==> src/tcs_pkg.sv <==
// Package: shared constants and types for the tagged chunk store.
`default_nettype none
package tcs_pkg;
  localparam int NumChunks      = 16;
  localparam int ChunkDataBytes = 16;
  localparam int MaxRecordBytes = 100;
  localparam int ChunkW  = $clog2(NumChunks);
  localparam int CountW  = $clog2(NumChunks + 1);
  localparam int OffW    = $clog2(ChunkDataBytes);
  localparam int PoolW   = ChunkW + OffW;
  localparam int OrdW    = 3;

  localparam logic [2:0] ActBegin  = 3'd0;
  localparam logic [2:0] ActByte   = 3'd1;
  localparam logic [2:0] ActRead   = 3'd2;
  localparam logic [2:0] ActHeader = 3'd3;
  localparam logic [2:0] ActDelete = 3'd4;

  localparam logic [2:0] StOk       = 3'd0;
  localparam logic [2:0] StNotFound = 3'd1;
  localparam logic [2:0] StNoSpace  = 3'd2;
  localparam logic [2:0] StInvalid  = 3'd3;
  localparam logic [2:0] StIgnored  = 3'd4;

  // Tag entry: owner node and ordinal within the record
  typedef struct packed {
    logic [7:0]      owner;
    logic [OrdW-1:0] ordinal;
  } tag_t;
endpackage
`default_nettype wire

==> src/tcs_tag_ram.sv <==
// Tag memory: owner and ordinal per chunk, one write and one registered read port.
`default_nettype none
module tcs_tag_ram (
  input  wire logic                      clk,
  input  wire logic                      we,
  input  wire logic [tcs_pkg::ChunkW-1:0] waddr,
  input  wire tcs_pkg::tag_t             wdata,
  input  wire logic [tcs_pkg::ChunkW-1:0] raddr,
  output tcs_pkg::tag_t                  rdata
);
  tcs_pkg::tag_t mem [tcs_pkg::NumChunks];

  // Write port, registered read port
  always_ff @(posedge clk) begin
    if (we) mem[waddr] <= wdata;
    rdata <= mem[raddr];
  end
endmodule
`default_nettype wire

==> src/tcs_byte_ram.sv <==
// Byte pool memory: chunk data bytes, one write and one registered read port.
`default_nettype none
module tcs_byte_ram (
  input  wire logic                     clk,
  input  wire logic                     we,
  input  wire logic [tcs_pkg::PoolW-1:0] waddr,
  input  wire logic [7:0]               wdata,
  input  wire logic [tcs_pkg::PoolW-1:0] raddr,
  output logic [7:0]                    rdata
);
  logic [7:0] mem [2**tcs_pkg::PoolW];

  always_ff @(posedge clk) begin
    if (we) mem[waddr] <= wdata;
    rdata <= mem[raddr];
  end
endmodule
`default_nettype wire

==> src/tagged_chunk_store_top.sv <==
// Top level: tagged chunk store control sequencer around tag and byte memories.
`default_nettype none
// One item per start pulse while busy is low. After reset a clearing pass
// zeroes all 256 bytes of the byte pool, and the tag memory alongside the
// first 16 of them; busy is high throughout. An item then scans the tag
// memory one chunk a cycle through its single read port, and a begin save
// takes two scans. A node-zero, undefined or out-of-range read item, or a
// byte item ignored for want of an open save, skips the scan. The result
// shows for one cycle with done high and cannot be stalled; busy is already
// low in that cycle, so the next item may be accepted at the edge that
// ends it.
module tagged_chunk_store_top (
  input  wire logic       clk,
  input  wire logic       rst,
  input  wire logic       start,
  output logic            busy,
  input  wire logic [2:0] action,
  input  wire logic [7:0] node_id,
  input  wire logic [7:0] length,
  input  wire logic [7:0] data_byte,
  input  wire logic [7:0] position,
  output logic            done,
  output logic [2:0]      status,
  output logic [7:0]      read_byte,
  output logic [6:0]      count,
  output logic [4:0]      free_chunks
);
  localparam int CW = tcs_pkg::ChunkW;
  localparam int PW = tcs_pkg::PoolW;
  localparam int OW = tcs_pkg::OffW;

  typedef enum logic [6:0] {
    S_CLEAR = 7'b0000001,
    S_IDLE  = 7'b0000010,
    S_SCAN  = 7'b0000100,
    S_ALLOC = 7'b0001000,
    S_BYTE  = 7'b0010000,
    S_WAIT  = 7'b0100000,
    S_DONE  = 7'b1000000
  } state_t;

  state_t state;
  logic [PW:0]     clr;
  logic [CW:0]     idx;      // issue index
  logic            rvalid;
  logic [CW-1:0]   ridx;     // index of data now on the read port
  logic [2:0]      act;
  logic [7:0]      node;
  logic [6:0]      len;
  logic [7:0]      dbyte;
  logic [7:0]      pos;
  logic [tcs_pkg::OrdW-1:0] want;
  logic [tcs_pkg::OrdW:0]   need;
  logic [tcs_pkg::OrdW:0]   ord;
  logic            found;
  logic [CW-1:0]   hit;
  logic [tcs_pkg::CountW-1:0] free_count;
  logic            save_open;
  logic [7:0]      save_node;
  logic [6:0]      save_length;
  logic [6:0]      save_position;
  logic [2:0]      st;
  logic [6:0]      cnt;
  logic            byte_pending;

  tcs_pkg::tag_t   tag_rd, tag_wd;
  logic            tag_we;
  logic [CW-1:0]   tag_wa;
  logic            b_we;
  logic [PW-1:0]   b_wa, b_ra;
  logic [7:0]      b_wd, b_rd;

  tcs_tag_ram u_tag (.clk, .we(tag_we), .waddr(tag_wa), .wdata(tag_wd),
                     .raddr(idx[CW-1:0]), .rdata(tag_rd));
  tcs_byte_ram u_byte (.clk, .we(b_we), .waddr(b_wa), .wdata(b_wd),
                       .raddr(b_ra), .rdata(b_rd));

  logic [7:0] len_clamp;
  assign len_clamp = (length > 8'(tcs_pkg::MaxRecordBytes))
                   ? 8'(tcs_pkg::MaxRecordBytes) : length;

  // Memory write and read control
  always_comb begin
    tag_we = 1'b0;
    tag_wa = ridx;
    tag_wd = '0;
    b_we   = 1'b0;
    b_wa   = clr[PW-1:0];
    b_wd   = '0;
    b_ra   = {hit, pos[OW-1:0]};
    if (state == S_CLEAR) begin
      b_we = 1'b1;
      if (clr < (PW+1)'(tcs_pkg::NumChunks)) begin
        tag_we = 1'b1;
        tag_wa = clr[CW-1:0];
      end
    end else if (state == S_SCAN && rvalid && (act == tcs_pkg::ActBegin ||
                 act == tcs_pkg::ActDelete) && tag_rd.owner == node) begin
      tag_we = 1'b1;
    end else if (state == S_ALLOC && rvalid && tag_rd.owner == '0 &&
                 ord < need) begin
      tag_we = 1'b1;
      tag_wd.owner = node;
      tag_wd.ordinal = ord[tcs_pkg::OrdW-1:0];
    end
    if (state == S_BYTE && byte_pending) begin
      b_we = 1'b1;
      b_wa = {hit, save_position[OW-1:0]};
      b_wd = dbyte;
    end
  end

  // Control sequencer
  always_ff @(posedge clk) begin
    if (rst) begin
      state <= S_CLEAR;
      clr <= '0;
      idx <= '0;
      rvalid <= 1'b0;
      free_count <= tcs_pkg::CountW'(tcs_pkg::NumChunks);
      save_open <= 1'b0;
      done <= 1'b0;
      byte_pending <= 1'b0;
    end else begin
      done <= (state == S_DONE);
      unique case (state)
        S_CLEAR: begin
          clr <= clr + 1'b1;
          if (clr == (PW+1)'(2**PW - 1)) state <= S_IDLE;
        end
        S_IDLE: begin
          if (start) begin
            act <= action; dbyte <= data_byte;
            node <= (action == tcs_pkg::ActByte) ? save_node : node_id;
            // header query reads the first byte of the chunk
            pos <= (action == tcs_pkg::ActHeader) ? '0 : position;
            len <= len_clamp[6:0];
            need <= (tcs_pkg::OrdW+1)'((len_clamp + 8'(tcs_pkg::ChunkDataBytes - 1))
                    >> OW);
            found <= 1'b0; cnt <= '0; ord <= '0;
            idx <= '0; rvalid <= 1'b0;
            if (action == tcs_pkg::ActByte) begin
              want <= tcs_pkg::OrdW'(save_position >> OW);
              if (save_open && save_position < save_length) begin
                st <= tcs_pkg::StOk; state <= S_SCAN;
              end else begin st <= tcs_pkg::StIgnored; state <= S_DONE; end
            end else if (action > tcs_pkg::ActDelete) begin
              st <= tcs_pkg::StIgnored; state <= S_DONE;
            end else if (node_id == '0) begin
              st <= tcs_pkg::StInvalid; state <= S_DONE;
            end else begin
              want <= (action == tcs_pkg::ActRead)
                    ? tcs_pkg::OrdW'(position >> OW) : '0;
              if (action == tcs_pkg::ActRead &&
                  position >= 8'(tcs_pkg::MaxRecordBytes)) begin
                st <= tcs_pkg::StNotFound; state <= S_DONE;
              end else begin st <= tcs_pkg::StOk; state <= S_SCAN; end
            end
          end
        end
        S_SCAN, S_ALLOC: begin
          // issue one read per cycle, evaluate the previous one
          rvalid <= !idx[CW] && idx < (CW+1)'(tcs_pkg::NumChunks);
          ridx <= idx[CW-1:0];
          if (idx < (CW+1)'(tcs_pkg::NumChunks)) idx <= idx + 1'b1;
          if (rvalid) begin
            if (state == S_SCAN) begin
              if ((act == tcs_pkg::ActBegin || act == tcs_pkg::ActDelete) &&
                  tag_rd.owner == node)
                free_count <= free_count + 1'b1;
              if (tag_rd.owner == node && tag_rd.ordinal == want && !found) begin
                found <= 1'b1; hit <= ridx;
              end
            end else if (tag_rd.owner == '0 && ord < need) begin
              ord <= ord + 1'b1;
              free_count <= free_count - 1'b1;
            end
          end
          if (!rvalid && idx == (CW+1)'(tcs_pkg::NumChunks)) begin
            idx <= '0;
            if (state == S_SCAN) begin
              unique case (act)
                tcs_pkg::ActBegin: begin
                  if ({1'b0, free_count} >= (tcs_pkg::CountW+1)'(need)) begin
                    cnt <= len; state <= S_ALLOC;
                    save_open <= (len != '0);
                    if (len != '0) begin
                      save_node <= node;
                      save_length <= len; save_position <= '0;
                    end
                  end else begin
                    save_open <= 1'b0;
                    st <= tcs_pkg::StNoSpace; state <= S_DONE;
                  end
                end
                tcs_pkg::ActDelete: begin
                  if (save_open && save_node == node) save_open <= 1'b0;
                  state <= S_DONE;
                end
                tcs_pkg::ActByte: begin
                  if (found) begin byte_pending <= 1'b1; state <= S_BYTE; end
                  else begin st <= tcs_pkg::StIgnored; state <= S_DONE; end
                end
                default: begin
                  if (found) state <= S_WAIT;
                  else begin st <= tcs_pkg::StNotFound; state <= S_DONE; end
                end
              endcase
            end else state <= S_DONE;
          end
        end
        S_BYTE: begin
          byte_pending <= 1'b0;
          save_position <= save_position + 1'b1;
          if (save_position + 1'b1 >= save_length) save_open <= 1'b0;
          state <= S_DONE;
        end
        S_WAIT: begin
          // byte read address settles, data arrives next cycle
          idx <= (CW+1)'(tcs_pkg::NumChunks);
          if (rvalid) state <= S_DONE;
          rvalid <= 1'b1;
        end
        S_DONE: begin
          status <= st;
          read_byte <= (act == tcs_pkg::ActRead || act == tcs_pkg::ActHeader) &&
                       st == tcs_pkg::StOk && node != '0 ? b_rd : '0;
          count <= cnt;
          free_chunks <= 5'(free_count);
          rvalid <= 1'b0;
          state <= S_IDLE;
        end
        default: state <= S_IDLE;
      endcase
    end
  end

  assign busy = (state != S_IDLE);

`ifndef ASSERT_OFF
  a_free_range: assert property (@(posedge clk) disable iff (rst)
    free_count <= tcs_pkg::CountW'(tcs_pkg::NumChunks))
    else $error("free count above pool size");
  a_done_idle: assert property (@(posedge clk) disable iff (rst)
    done |-> state == S_IDLE)
    else $error("result strobe outside idle");
  a_start_busy: assert property (@(posedge clk) disable iff (rst)
    (start && !busy) |=> busy)
    else $error("transfer accepted but block not busy");
`endif
endmodule
`default_nettype wire
==> config.mk <==
export PLATFORM = sky130hd
export DESIGN_NAME = tagged_chunk_store_top
export DESIGN_NICKNAME = d
export VERILOG_FILES = /design/src/tcs_pkg.sv /design/src/tcs_tag_ram.sv /design/src/tcs_byte_ram.sv /design/src/tagged_chunk_store_top.sv
export SDC_FILE = /design/constraint.sdc
export NUM_CORES = 2
export LEC_CHECK = 0
export ABC_AREA = 1
export BUFFER_PORTS_ARGS = -buffer_cell sky130_fd_sc_hd__buf_2
export CELL_PAD_IN_SITES_DETAIL_PLACEMENT = 2
export CELL_PAD_IN_SITES_GLOBAL_PLACEMENT = 2
export CORE_ASPECT_RATIO = 0.6
export CORE_MARGIN = 3
export CORE_UTILIZATION = 42
export DETAILED_ROUTE_END_ITERATION = 8
export PLACE_DENSITY_LB_ADDON = 0.1
export SLEW_MARGIN = 30
export SYNTH_ARGS = -nofsm -noshare
export SYNTH_HDL_FRONTEND = slang
export SYNTH_SLANG_ARGS = --single-unit
==> constraint.sdc <==
create_clock -name clk -period 10.3 [get_ports clk]
set_clock_uncertainty 0.1 [all_clocks]
set_input_delay 0.515 -clock clk [delete_from_list [all_inputs] [get_ports clk]]
set_output_delay 0.515 -clock clk [all_outputs]
set_load 0.1 [all_outputs]
## Word-level counts from Yosys, hierarchy flattened

Memories as Yosys holds them, arrays and structs flattened. A register that Yosys moved wholly into a read port is not among the register bits.
Index checks and enable logic that the tools add are counted.

- Add/sub/neg operators: 7
- Magnitude comparators: 9
- Equality and inequality tests: 45
- Mux-type cells: 93
- Bitwise operators: 1
- Reduce and logical (&&, ||, !) cells: 52

Operators by type and width:

| cell | count |
|---|---|
| $mux 7 | 23 |
| $mux 3 | 13 |
| $pmux 7 s5 | 1 |
| $mux 11 | 3 |
| $mux 8 | 4 |
| $ne 2x2->1 const B | 16 |
| $mux 5 | 6 |
| $pmux 7 s2 | 2 |
| $mux 1 | 24 |
| $mux 4 | 6 |
| $pmux 7 s3 | 1 |
| $reduce_and 7->1 | 3 |
| $logic_and 1x1->1 | 18 |
| $ne 3x3->1 const B | 6 |
| $reduce_and 6->1 | 3 |
| $eq 8x8->1 | 2 |
| $logic_not 8->1 | 2 |
| $pmux 5 s3 | 1 |
| $reduce_and 5->1 | 3 |
| $eq 3x2->1 const B | 4 |
| $add 5x1->5 const B | 2 |
| $add 9x1->9 const B | 1 |
| $eq 9x8->1 const B | 1 |
| $lt 9x5->1 const B | 1 |
| other kinds (45) | 61 |

- Bits in registers: 135
- Bits in writable memories: 2224
- Input port bits: 38
- Output and inout bits: 25
- Word-level logic and storage cells: 237
- Memories: 2

Memories:

| name | words | width | rd ports | clocked after memory_dff | wr ports | line | RTL |
|---|---|---|---|---|---|---|---|
| u_byte.mem | 256 | 8 | 1 | 1 | 1 | tcs_byte_ram.sv:11 | `logic [7:0] mem [2**tcs_pkg::PoolW];` |
| u_tag.mem | 16 | 11 | 1 | 1 | 1 | tcs_tag_ram.sv:11 | `tcs_pkg::tag_t mem [tcs_pkg::NumChunks];` |

## Longest topological paths before layout

- Word-level depth: 9
- Gate-level depth with buffers: 17
- Mapped depth without buffers: 17

## Modules after synthesis

Synthesis repeated with hierarchy kept, for this count alone.

- Cells, all modules: 8529
- Area, all modules: 98369.3 µm²

Modules (own cells, without submodules):

| module | instances | cells each | area an instance (µm²) | sequential area each (µm²) |
|---|---|---|---|---|
| tcs_byte_ram | 1 | 7003 | 83396.2 | 61659.1 |
| tcs_tag_ram | 1 | 747 | 7852.5 | 5505.3 |
| tagged_chunk_store_top | 1 | 779 | 7120.6 | 3753.6 |

## Least setup slack after synthesis

No wires, ideal clock.

- Kind: register -> register
- Start point: register state[1]
- End point: memory u_byte.mem[0][0] (data pin)
- Setup time: 1392 ps
- Data arrival time: 6989 ps
- Data required time: 8808 ps
- Path slack: 1819 ps
- Cell stages (with the launch flop): 7
- Buffers on the path: 1
- Period minus slack after synthesis: 8481 ps
- Path through: dfxtp_1 nor2_4 nand2_2 nor4_4 nand2_4 buf_4 nor2_1

- Longest elaborated chain between the ends: 3

RTL lines:

| what | line | RTL |
|---|---|---|
| from (decl) | tagged_chunk_store_top.sv:42 | `state_t state;` |
| from (signal assigned) | tagged_chunk_store_top.sv:116 | `state <= S_CLEAR;` |
| from (signal assigned) | tagged_chunk_store_top.sv:129 | `if (clr == (PW+1)'(2**PW - 1)) state <= S_IDLE;` |
| from (signal assigned) | tagged_chunk_store_top.sv:145 | `st <= tcs_pkg::StOk; state <= S_SCAN;` |
| $eq 7x5->1 | tagged_chunk_store_top.sv:106 | `if (state == S_BYTE && byte_pending) begin` |
| $logic_and 1x1->1 | tagged_chunk_store_top.sv:106 |  |
| $mux 8 | tagged_chunk_store_top.sv:106 |  |
| named net b_wd[0] | tagged_chunk_store_top.sv:71 | `logic [7:0] b_wd, b_rd;` |
| to (decl) | tcs_byte_ram.sv:11 |  |

The timed path passes the listed nets, and every way through them passes these cells.

==> out/results.ini <==
[outcome]
status = finished, final reports clean

[global_route]
grt_max_degree = 192
antenna_found_initial = 21
track_usage = 0.294
grt_pass1_wl_um = 510000
overflow = 0
grt_pass1_vias = 71536

[yosys]
yosysTopAreaCell = edfxtp_1
avgSynthCellArea_um2 = 11.7
synth_area_um2 = 96600
synth_edf_count = 2329
synth_seq_cells = 2378
synth_area_leaders = edfxtp_1 72%, nand3_1 11%, nand2_1 8.8%
synth_top_flop_cell = edfxtp_1
synth.top_cell.area_share = 0.724
yosysWarnings = 0
syn_inst = 8230
async_flop_share = 0
ys_seq_area_frac = 0.734
synth_nets = 8299
yosysUniqueCellTypes = 47

[cts]
clkSinkCount = 2378
cts_buffer_depth = 4
insertion_delay_ns = 0.88
root_buffer = clkbuf_16
htreeDepth = 4
cts_buffers = 228
cts_tree = built
path_clk_slew_ns = 0.07

[run]
maxCapViolCount = 0

[worst_setup_path]
path_delay_family = buffers and inverters
max_stage_delay_ns = 0.82
critPathBufInv = 4
crit_top_cell = nand3_1
worstPathArrival_ns = 6.23
path_max_fanout = 90
cp-end-kind = register
critPathSlowestCell = buf_4
required_ns = 11.02
path_cells = buf_6 -> buf_4 -> buf_6 -> buf_6 -> nand2_1 -> nand3_1 -> nand3_1 -> nand3_1 -> nand3_1 -> nand3_1 -> nand3_1 -> nand2_1 -> nand2_1 -> nand2_1
cp-start-kind = register
path_class = register to register

[power_and_ir_drop]
power_mw = 20.5
ir_worst_vdd_mv = 0.129
p_leak_nw = 36.1
power_density_nw_per_um2 = 190

[finish]
fillers = 22266
syn_to_final_growth_pct = 11.3
drive_gt1_frac = 0.0749
fin_nets = 8230
fin_area_um2 = 107000

[placement]
gp_congestion = 0.823
place_area_um2 = 100000
io_buffer_count = 62
dpl.hpwl_um = 209000

[die]
dieArea_um2 = 236000
core_area_um2 = 227000
fp-row-count = 135
ios = 63
initial_core_util = 0.425
die_h_um = 377
die_x_um = 625

[detailed_routing]
drc = 0
routedWlPerCell_um = 30.9
wirelength_um = 351000
num_vias = 67903
drt_pre_antenna_iters = 6
dr.first_iter.drc_count = 8087
vias_per_cell = 5.98
ant_nets = 0

[timing]
post-route-period-util = 0.535
final-max-slew-violation-count = 0
relSlewSlack = 0.288
rsz0062_at_grt = false
setup_viol = 0
tightestPinTransition_ns = 1.07
hold_viol_final = 0
fmax_ghz = 0.182
period_needed_ns = 5.51
fin_tns_setup_ns = 0

[hold_path]
hold_path.class = input port to register

==> tightest hold or removal path: stages <==
cell and delay, ns:
buf_2 0.08, o21bai_1 0.26, nor2_1 0.07
==> placed cells by master (no fill, tap or decap), types with 5 or more instances in the layout <==
cell           netlist  layout
a21oi_1             36      35
buf_12               0      12
buf_16               0       5
buf_2               27      62
buf_4                1     106
buf_6                1       7
bufinv_16            0      11
clkbuf_1           426      73
clkbuf_16            0     233
clkinv_1             1      57
clkinv_2             0      28
dfxtp_1             49      48
dlygate4sd3_1        0      35
edfxtp_1          2329    2329
ha_1                30      30
inv_1              156     153
nand2_1           2272    2268
nand2_2             16      20
nand3_1           2045    2044
nand4_1             30      30
nor2_1             470     371
nor2_2               2      91
nor2_4               1      11
nor3_1              22      13
nor3_2               2       8
nor4_1               9       8
o21ai_0            119     117
o21ai_1              4       6
o22ai_1             46      46
xnor2_1              7       7
xor2_1              17      17
==> logic make-up after synthesis <==
logic type / count (synthesis) / share of synthesized area
and+or+nand+nor: 4880 / 0.219
buffers and inverters: 689 / 0.0273
other: 1 / 0.0000388
adders and majority gates: 31 / 0.00409
DFF: 2378 / 0.734
AOI/OAI and AO/OA: 227 / 0.0131
xor gates and xnor gates: 24 / 0.00218
==> flip-flops by register name, summed over array words and instances (netlist names), 7 cells and up <==
signal	count
save_position	7
save_length	7
dbyte	8
count	7
u_byte.rdata	8
len	7
read_byte	8
clr	9
cnt	7
save_node	8
state	7
u_byte.mem	2048
u_tag.rdata	11
u_tag.mem	176
node	8
==> final timing paths <==
kind                                   to  cells past startpoint                  from  slack, ns
setup reg to reg  u_byte.rdata[3]$_DFF_P_                     14  pos[0]$_SDFFCE_PN0P_       4.79
setup / recovery  u_byte.rdata[3]$_DFF_P_                     14  pos[0]$_SDFFCE_PN0P_       4.79
hold / removal           len[1]$_DFFE_PP_                      3             length[7]       0.13
hold reg to reg        count[0]$_DFFE_PP_                      0  cnt[0]$_SDFFCE_PP0P_       0.32
==> routing by layer <==
metal | track usage | wire length (um)
met5 | 0 | 58
met4 | 0.0643 | 7950
met3 | 0.0505 | 25500
met2 | 0.442 | 155000
met1 | 0.444 | 163000
==> synthesized netlist by cell type (4+ instances only) <==
| cell type | count |
|---|---|
| ha_1 | 30 |
| nand4_1 | 30 |
| inv_2 | 6 |
| o22ai_1 | 46 |
| xnor2_1 | 7 |
| o21a_1 | 4 |
| nor3_1 | 22 |
| nand2_2 | 16 |
| o21ai_2 | 4 |
| a21oi_1 | 36 |
| inv_1 | 156 |
| o211ai_1 | 4 |
| o21ai_0 | 119 |
| o21ai_1 | 4 |
| edfxtp_1 | 2329 |
| buf_2 | 27 |
| clkbuf_1 | 426 |
| nand2_1 | 2272 |
| nor2_1 | 470 |
| xor2_1 | 17 |
| nor4_1 | 9 |
| nand3_1 | 2045 |
| buf_1 | 71 |
| dfxtp_1 | 49 |
==> where the power goes <==
group / total [mW] / internal [mW] / switching (mW)
Clock: 8.19 / 4.41 / 3.79
Sequential: 10.8 / 10.7 / 0.0894
Combinational: 1.49 / 0.323 / 1.16
Total: 20.5 / 15.4 / 5.04
==> final cells by class <==
type                            instances  area (um^2)  share of cell area
Timing Repair Buffer                  227         1910              0.0178
Tap cell                             3014         3770              0.0351
Multi-Input combinational cell       5163        23400               0.218
Clock buffer                          307         6120              0.0569
Inverter                              163          639             0.00595
Antenna cell                            2         5.00           0.0000466
Sequential cell                      2378        70900               0.660
Clock inverter                         96          693             0.00645
==> metrics by stage <==
step	cells	utilization	hold slack (ns)	worst slack [ns]
after floorplan	8230	-	0.300	1.82
after global placement	10904	0.440	0.310	4.34
after detailed placement	10906	0.440	0.317	4.70
after CTS	11344	0.472	0.0549	4.67
after global routing	11348	0.473	0.134	4.56
final	11350	0.473	0.128	4.79
==> what timing repair did <==
| item | in CTS | in global routing |
|---|---|---|
| gates resized for setup | 0 | 0 |
| hold endpoints to repair | 40 | 0 |
| setup buffers | 0 | 0 |
| hold buffers | 35 | 0 |
| setup endpoints to repair | 0 | 0 |
Power figures use the tool's default switching activity.
